==> src/rtl/core/brn_pkg.sv <==
`timescale 1ns / 1ps
// ----------------------------------------------------------------------------
// brn_pkg
// Shared widths, constants and codes of the bilinear resize and normalize core.
// ----------------------------------------------------------------------------
package brn_pkg;

	localparam int CH_W    = 8;
	localparam int PIX_W   = 3 * CH_W;
	localparam int FRAC_W  = 16;
	localparam int QUERY_W = 10;
	localparam int RATIO_W = 24;
	localparam int SIZE_W  = 8;
	localparam int TGT_W   = 11;
	localparam int PLANE_W = 20;
	localparam int LOAD_W  = 7;
	localparam int CFG_W   = 24;
	localparam int CFG_IDX_W = 3;

	localparam logic [FRAC_W:0]   ONE_Q16    = 17'h10000;
	localparam logic [FRAC_W-1:0] HALF_Q16   = 16'h8000;
	localparam logic [8:0]        NORM_SCALE = 9'd257;

	localparam logic CMD_WRITE   = 1'b0;
	localparam logic CMD_COMPUTE = 1'b1;

	localparam logic [CFG_IDX_W-1:0] REG_SOURCE_WIDTH  = 3'd0;
	localparam logic [CFG_IDX_W-1:0] REG_SOURCE_HEIGHT = 3'd1;
	localparam logic [CFG_IDX_W-1:0] REG_TARGET_COLS   = 3'd2;
	localparam logic [CFG_IDX_W-1:0] REG_TARGET_ROWS   = 3'd3;
	localparam logic [CFG_IDX_W-1:0] REG_COL_RATIO     = 3'd4;
	localparam logic [CFG_IDX_W-1:0] REG_ROW_RATIO     = 3'd5;

endpackage

==> src/rtl/core/brn_axis.sv <==
`timescale 1ns / 1ps
// ----------------------------------------------------------------------------
// brn_axis
// Two-stage mapping of one output coordinate to two clamped source indices
// and a 16-bit interpolation weight.
// ----------------------------------------------------------------------------
module brn_axis import brn_pkg::*; #(
	parameter int MAX_SIZE = 128,
	localparam int IDX_W = $clog2(MAX_SIZE)
) (
	input  logic               clk,
	input  logic [QUERY_W-1:0] q,
	input  logic [RATIO_W-1:0] ratio,
	input  logic [SIZE_W-1:0]  size_cfg,
	output logic [IDX_W-1:0]   idx0,
	output logic [IDX_W-1:0]   idx1,
	output logic [FRAC_W-1:0]  frac
);

	localparam int CW = ($clog2(MAX_SIZE + 1) > SIZE_W) ? $clog2(MAX_SIZE + 1) : SIZE_W;
	localparam int T_W = QUERY_W + 1 + RATIO_W;
	localparam int POS_W = T_W - 1;
	localparam int IPART_W = POS_W - FRAC_W;

	logic [T_W-1:0]     t_s1;
	logic               neg;
	logic [POS_W-1:0]   pos;
	logic [IPART_W-1:0] ipart;
	logic [IPART_W:0]   ipart_inc;
	logic [IPART_W:0]   lim_ext;
	logic [FRAC_W-1:0]  fpart;
	logic [CW-1:0]      size_c;
	logic [CW-1:0]      lim;

	always_ff @(posedge clk) begin
		t_s1 <= T_W'({q, 1'b1}) * T_W'(ratio);
	end

	always_comb begin
		neg = (t_s1 < T_W'(ONE_Q16));
		pos = POS_W'((t_s1 - T_W'(ONE_Q16)) >> 1);
		ipart = neg ? '0 : pos[POS_W-1:FRAC_W];
		fpart = neg ? '0 : pos[FRAC_W-1:0];
		ipart_inc = {1'b0, ipart} + (IPART_W + 1)'(1);
		if (size_cfg == '0) begin
			size_c = CW'(1);
		end else if (CW'(size_cfg) > CW'(MAX_SIZE)) begin
			size_c = CW'(MAX_SIZE);
		end else begin
			size_c = CW'(size_cfg);
		end
		lim = size_c - CW'(1);
		lim_ext = (IPART_W + 1)'(lim);
	end

	always_ff @(posedge clk) begin
		idx0 <= ({1'b0, ipart} < lim_ext) ? ipart[IDX_W-1:0] : lim[IDX_W-1:0];
		idx1 <= (ipart_inc < lim_ext) ? ipart_inc[IDX_W-1:0] : lim[IDX_W-1:0];
		frac <= fpart;
	end

endmodule

==> config.mk <==
export PLATFORM = sky130hd
export DESIGN_NAME = brn_axis
export DESIGN_NICKNAME = d
export VERILOG_FILES = /design/src/rtl/core/brn_pkg.sv /design/src/rtl/core/brn_axis.sv
export SDC_FILE = /design/constraint.sdc
export NUM_CORES = 1
export LEC_CHECK = 0
export BUFFER_PORTS_ARGS = -buffer_cell sky130_fd_sc_hd__buf_2
export CAP_MARGIN = 20
export CELL_PAD_IN_SITES_DETAIL_PLACEMENT = 1
export CELL_PAD_IN_SITES_GLOBAL_PLACEMENT = 2
export CORE_MARGIN = 2
export CORE_UTILIZATION = 40
export DETAILED_ROUTE_END_ITERATION = 8
export MAX_ROUTING_LAYER = met4
export PLACE_DENSITY = 0.86
export SLEW_MARGIN = 0
export SYNTH_ARGS = -nofsm -noshare
export SYNTH_HDL_FRONTEND = slang
export SYNTH_SLANG_ARGS = --single-unit
export TNS_END_PERCENT = 20
==> constraint.sdc <==
create_clock -name clk -period 8.3 [get_ports clk]
set_input_delay 0.83 -clock clk [delete_from_list [all_inputs] [get_ports clk]]
set_output_delay 0.83 -clock clk [all_outputs]
set_load 0.01 [all_outputs]
* Word-level counts from Yosys, hierarchy flattened
Index checks and enable logic that the tools add are counted.
Storage, ports and cells: register bits after elaboration 65, input bits 43, output and inout bits 30, logic and storage cells 18
Operators by class: reductions and logical operators 1, multiply operators 1, $lt $le $gt $ge 4, multiplexer cells 5, add/sub/neg operators 3
Operator list (count):
- $lt 35x17->1 const B | 1
- $mul 11x24->35 | 1
- $sub 35x17->35 const B | 1
- $add 18x1->19 const B | 1
- $lt 19x8->1 | 1
- $lt 18x8->1 | 1
- $mux 18 | 1
- $mux 8 | 2
- $mux 7 | 2
- $gt 8x8->1 const B | 1
- $logic_not 8->1 | 1
- $sub 8x1->8 const B | 1

* Depth between registers and ports, before layout
Gate-level depths: netlist of the first run.
depth in word-level cells 6, depth in mapped cells 22, depth with buffers taken out 21

* Least setup slack after synthesis of the first run
OpenSTA, ideal clock, no wires.
path type input port to flip-flop, start input port q[4], end register t_s1[34], required time 8228 ps, slack 2040 ps, stages 20, data arrival time 6188 ps, path buffers 1, library setup time 72 ps, cell sequence clkbuf_1 > nand2_1 > fa_1 > inv_1 > fa_1 > fa_1 > fa_1 > inv_1 > fa_1 > inv_1 > ha_1 > a21o_1 > a21o_1 > a2111oi_0 > o21ai_0 > a31oi_1 > o21ai_0 > a211o_1 > a21oi_1 > xnor2_1
On the way: longest elaborated chain between the ends 1
RTL lines:
- start, declared | line brn_axis.sv:12 | input logic [QUERY_W-1:0] q,
- $mul 11x24->35 | line brn_axis.sv:36 | t_s1 <= T_W'({q, 1'b1}) * T_W'(ratio);
- end signal, assigned | line brn_axis.sv:36
- end, declared | line brn_axis.sv:25 | logic [T_W-1:0] t_s1;
No other way between the ends. A chain may end at the register's enable or synchronous reset.

* Final worst setup path of the first run
start input port q[3], end register t_s1[34]
Same word-level chain as after synthesis.

==> results of run 1 <==
power breakdown:
group | switching [mW] | total, mW | internal (mW) | leakage [nW]
clock | 0.144 | 0.408 | 0.264 | 0.149
combinational | 2.37 | 4.11 | 1.74 | 5.38
sequential | 0.0898 | 0.586 | 0.496 | 0.539
area by class of cell:
class	instances	share of cell area
multi-input combinational	891	0.720
sequential	64	0.107
inverter	248	0.0774
tap	378	0.0393
timing repair buffer	72	0.0300
clock buffer	10	0.0190
clock inverter	6	0.00770
metal layers:
metal / global-route usage / up-vias / wire, µm
met4: 0.0543 / 0 / 563
met2: 0.359 / 152 / 14100
met3: 0.0173 / 43 / 910
met5: - / - / 0
met1: 0.269 / 4217 / 12800
li1: - / 3943 / -
stage by stage:
step / area [µm²] / setup slack [ns] / instances / power, mW
finish: 12000 / 1.58 / 1669 / 5.11
global route: 12000 / 1.08 / 1669 / 5.71
CTS: 12000 / 1.58 / 1669 / 5.17
detailed placement: 11700 / 1.26 / 1653 / 4.72
global placement: 11700 / 1.43 / 1653 / 4.62
floorplan: 11100 / 2.04 / 1257 / 3.68
Yosys cell counts, types with 13 or more instances:
library cell | instances | area share
inv_1 | 248 | 0.084
fa_1 | 197 | 0.35
nand2_1 | 168 | 0.057
and2_1 | 112 | 0.063
ha_1 | 90 | 0.10
dfxtp_1 | 64 | 0.12
clkbuf_1 | 47 | 0.016
a21oi_1 | 40 | 0.018
xnor2_1 | 33 | 0.026
nor2_1 | 29 | 0.0098
o21ai_0 | 27 | 0.012
a21o_1 | 18 | 0.012
mux2i_1 | 16 | 0.014
xor2_1 | 16 | 0.013
nand3_1 | 13 | 0.0059
cells by family (layout without fill, tap and decap cells):
| family | count (synthesis) | count (layout) | share of synthesized area |
|---|---|---|---|
| muxes | 17 | 17 | 0.0154 |
| xor gates and xnor gates | 50 | 50 | 0.0401 |
| and+or+nand+nor | 397 | 397 | 0.185 |
| AOI/OAI and AO/OA | 138 | 138 | 0.0820 |
| adders and majority gates | 287 | 287 | 0.456 |
| DFF | 64 | 64 | 0.115 |
| other | 1 | 2 | 0.000337 |
| buffers and inverters | 302 | 336 | 0.106 |
worst register-to-register path, stage by stage, from the launching register on:
cell,delay (ns)
dfxtp_1,0.35
nor4_1,0.78
and4_1,0.53
nand2_1,0.46
o21ai_0,0.28
inv_1,0.10
ha_1,0.29
nand3_1,0.14
xnor2_1,0.16
inv_1,0.07
ha_1,0.31
a211o_1,0.30
o221ai_1,0.17
a21oi_1,0.16
nor4_4,0.66
mux2i_1,0.29
flip-flops by register name, indices dropped and copies added, names as in the netlist:
register / cells
t_s1: 34
frac: 16
idx0: 7
idx1: 7
path summary, 6_finish.rpt:
path	start	to	cells past startpoint
setup / recovery	q[3]	t_s1[34]	22
hold / removal	t_s1[7]	frac[6]	1
setup reg to reg	t_s1[23]	idx1[2]	15
hold reg to reg	t_s1[7]	frac[6]	1
==> run_results.csv, run 1 <==
group,metric,value,unit
floorplan,fp.dieW,171,µm
cells_and_area,area_growth,8.23,%
routing,post_drt_wl_per_cell,17.0,µm
floorplan,pin_count,73,
power,power_density,425,nW/µm²
timing,timing.final.crit_share,0.809,
clocking,clk_latency,0.34,ns
logic_synthesis,synth.avg_cell_area,8.85,µm²
worst_setup_path,critPathCaptureType,"register",
floorplan,start_util,0.403,
timing,min_period,6.72,ns
worst_setup_path,required,8.56,ns
global_route,grt_pass1_vias,8939,
power,peakVddDrop,0.000242,V
routing,drt_iter0_markers,318,
global_route,track_usage,0.210,
routing,first_pass_iters,4,
worst_setup_path,cp_max_fo,24,
routing,vias_per_cell,5.01,
logic_synthesis,synth_seq_cells,64,
cells_and_area,regArea,1280,µm²
worst_setup_path,path_class,"in -> reg",
logic_synthesis,async_flop_share,0,
logic_synthesis,ys.flop_type,"dfxtp_1",
clocking,cts_tree,"built",
clocking,clockBufferDepth,2,
run,cap_violations,0,
status,status,"finished clean",
clocking,post_cts_buffers,0,
logic_synthesis,yosysWarnings,0,
timing,worst_pin_slew,0.871,ns
cells_and_area,n_antenna_cell,0,
timing,fin_hold_ws,0.423,ns
placed_design,globalplace.congestion,0.823,
logic_synthesis,synth-seq-area-share,0.115,
clocking,cts_resized,0,
clocking,cts_root_buffer,"clkbuf_16",
floorplan,die_area,29100,µm²
timing,drv_slew,0,
timing,finalHoldViolations,0,
global_route,grt_max_degree,25,
worst_setup_path,cp_top_family,"adder cells",
worst_setup_path,slowest_stage,"fa_1",
cells_and_area,final_common_cell,"inv_1",
cells_and_area,fin_nets,1616,
logic_synthesis,synthDistinctLibCells,69,
cells_and_area,final_core_util,0.436,
clocking,clock_sinks,64,
clocking,cts-htree-levels,3,
timing,tns,0,ns
clocking,cts_hold_buf,0,
timing,rsz0062_at_grt,"no",
floorplan,die_h,171,µm
min_path,min_path_type,"reg -> reg",
cells_and_area,multi_input_area,8660,µm²
global_route,grt.overflow.total,0,
timing,fin_skew,0.00562,ns
timing,fmax,149,MHz
worst_setup_path,critical_path_buf_inv_count,6,
floorplan,row_count,61,
worst_setup_path,cp.arrival,6.98,ns
floorplan,core,27600,µm²
logic_synthesis,syn_inst,1256,
timing,setup-violations-final,0,
clocking,clkTransAtPathRegs,0.05,ns
logic_synthesis,synth_area,11100,µm²
cells_and_area,filler_cell_count,3310,
routing,ant_nets,0,
placed_design,dp_hpwl,23.1,mm
logic_synthesis,synth_edf_count,0,
worst_setup_path,r2r_slack,3.20,ns
worst_setup_path,cp_slowest_stage_delay,0.55,ns
global_route,grt_pass1_wl,46.4,mm
placed_design,io_buffers,72,
routing,wirelength,28.4,mm
cells_and_area,drive_gt1_frac,0.0844,
timing,slew_headroom,0.414,
cells_and_area,layout_common_cells,"inv_1 (248), fa_1 (197), nand2_1 (168), and2_1 (112), ha_1 (90)",
global_route,antenna_found_initial,0,
routing,vias,8355,
clocking,cts_buffers,9,
power,cellLeakagePower,6.07,nW
routing,drc,0,
worst_setup_path,critical_path.cell_chain,"buf_2 > nand2_1 > fa_1 > inv_1 > fa_1 > inv_1 > fa_1 > inv_1 > fa_1 > inv_1 > fa_1 > inv_1 > ha_1 > a21o_1 > a221o_1 > a32oi_1 > a21oi_1 > a31oi_1 > o21ai_0 > a211o_1 > a21oi_1 > xnor2_1",
worst_setup_path,worst_setup_path_start_kind,"input pin",
Note: power is estimated with default switching activity, not from simulation.
==> run 2: changes to the inputs <==
Settings changed: CORE_UTILIZATION 40 to 36, PLACE_DENSITY 0.86 to 0.82.
Clock period 8.3 ns to 5.7 ns, I/O delays scaled along.
==> run_results.csv, run 2 (synthesis results as in run 1) <==
group,metric,value,unit
floorplan,die_h,180,µm
placed_design,dp_cells,1802,
cells_and_area,multi_input_area,8820,µm²
worst_setup_path,slowest_stage,"fa_2",
power,peakVddDrop,0.000352,V
floorplan,core,30500,µm²
worst_setup_path,path_class,"in -> reg",
worst_setup_path,required,5.96,ns
worst_setup_path,cp_max_fo,14,
timing,finalHoldViolations,0,
global_route,antenna_found_initial,0,
placed_design,io_buffers,72,
clocking,cts-htree-levels,3,
clocking,cts_tree,"built",
cells_and_area,fin_nets,1748,
placed_design,globalplace.congestion,0.856,
worst_setup_path,cp_slowest_stage_delay,0.57,ns
worst_setup_path,critPathCaptureType,"register",
placed_design,dp_hpwl,25.8,mm
timing,timing.final.crit_share,0.966,
floorplan,start_util,0.364,
global_route,grt_pass1_vias,9842,
power,cellLeakagePower,6.75,nW
timing,fmax,182,MHz
worst_setup_path,cp.arrival,5.77,ns
timing,tns,0,ns
cells_and_area,largest-register,"t_s1",
clocking,cts_hold_buf,0,
cells_and_area,final_common_cell,"inv_1",
floorplan,fp.dieW,180,µm
placed_design,dpl-instance-area,12800,µm²
routing,drc,0,
floorplan,die_area,32300,µm²
timing,worst_pin_slew,0.689,ns
global_route,track_usage,0.196,
clocking,clockBufferDepth,2,
cells_and_area,final_cell_count_no_fill,1819,
clocking,cts_buffers,9,
routing,first_pass_iters,4,
power,power_density,664,nW/µm²
routing,vias_per_cell,4.85,
timing,min_period,5.51,ns
cells_and_area,n_antenna_cell,0,
cells_and_area,design_area,13300,µm²
routing,ant_nets,0,
clocking,clk_latency,0.35,ns
global_route,grt_pass1_wl,50.0,mm
clocking,clock_sinks,64,
run,cap_violations,0,
cells_and_area,final_core_util,0.434,
routing,post_drt_wl_per_cell,16.3,µm
cells_and_area,filler_cell_count,3594,
routing,drt_iter0_markers,254,
floorplan,row_count,64,
global_route,grt_max_degree,25,
routing,wirelength,29.7,mm
cells_and_area,top_regs,"t_s1 x34, frac x16",
cells_and_area,drive_gt1_frac,0.188,
worst_setup_path,critical_path.cell_chain,"buf_4 > buf_4 > and2_1 > fa_1 > fa_2 > fa_2 > fa_1 > fa_1 > ha_1 > a21o_1 > a221o_1 > a32oi_2 > a21oi_2 > buf_4 > a21oi_1 > o21ai_0 > a21oi_1 > xnor2_1",
timing,rsz0062_at_grt,"yes",
cells_and_area,layout_common_cells,"inv_1 (248), fa_1 (195), nand2_1 (165), buf_4 (130), and2_1 (109)",
clocking,clkTransAtPathRegs,0.05,ns
status,status,"finished clean",
min_path,min_path_type,"reg -> reg",
clocking,cts_root_buffer,"clkbuf_16",
timing,slew_headroom,0.537,
worst_setup_path,worst_setup_path_start_kind,"input pin",
cells_and_area,regArea,1280,µm²
floorplan,pin_count,73,
timing,setup-violations-final,0,
cells_and_area,area_growth,19.3,%
power,power,8.80,mW
timing,fin_skew,0.0115,ns
timing,drv_slew,0,
routing,vias,8828,
global_route,grt.overflow.total,0,
cells_and_area,largest_register_ffs,34,
-- run 2: cell types whose count changed in the layout (fill, tap and decap cells not counted), moves of 5 or more --
| cell | before | now |
|---|---|---|
| buf_6 | 0 | 10 |
| ha_1 | 90 | 84 |
| buf_2 | 72 | 57 |
| buf_4 | 0 | 130 |
| ha_4 | 0 | 5 |
-- run 2: through the flow --
stage               setup WS, ns  hold slack [ns]
detailed placement        -0.415            0.414
CTS                       0.0189            0.428
finish                     0.192            0.423
global placement          -0.347            0.409
global route             -0.0261            0.435
floorplan                 0.0138            0.406
-- run 2: cell type report --
type,instances,share of cell area
Tap cell,396,0.0374
Clock inverter,6,0.00274
Multi-Input combinational cell,891,0.666
Sequential cell,64,0.0967
Timing Repair Buffer,204,0.110
Inverter,248,0.0702
Clock buffer,10,0.0173
-- run 2: repair_timing --
| action | 4_1_cts | 5_1_grt |
|---|---|---|
| pin swaps | 0 | 24 |
| endpoints found under the setup margin | 6 | 13 |
| resized for setup | 5 | 59 |
| buffers inserted | 0 | 1 |
-- run 2: layer usage --
metal	wire, µm	up-vias	share of wire	global-route usage
met2	15000	109	0.51	0.341
met3	757	20	0.026	0.0122
met5	0	-	0	-
met4	323	0	0.011	0.0384
met1	13600	4490	0.46	0.253
li1	-	4209	-	-
-- run 2: power breakdown --
group | total (mW) | switching [mW] | internal [mW]
logic | 7.44 | 3.84 | 3.60
clock network | 0.499 | 0.207 | 0.291
registers | 0.862 | 0.140 | 0.722
-- run 2: worst paths after layout --
kind / slack (ns) / depth (start not counted) / end / start
max: 0.19 / 18 / t_s1[24] / q[9]
min: 0.42 / 1 / frac[9] / t_s1[10]
max reg2reg: 1.28 / 15 / idx1[5] / t_s1[16]
min reg2reg: 0.42 / 1 / frac[9] / t_s1[10]
-- run 2: critical path, delay by kind of cell --
kind / cells / cell delay [ns]
adders and majority gates: 6 / 2.86
xor gates and xnor gates: 1 / 0.14
and+or+nand+nor: 1 / 0.15
AOI/OAI and AO/OA: 7 / 1.58
buffers and inverters: 3 / 0.47
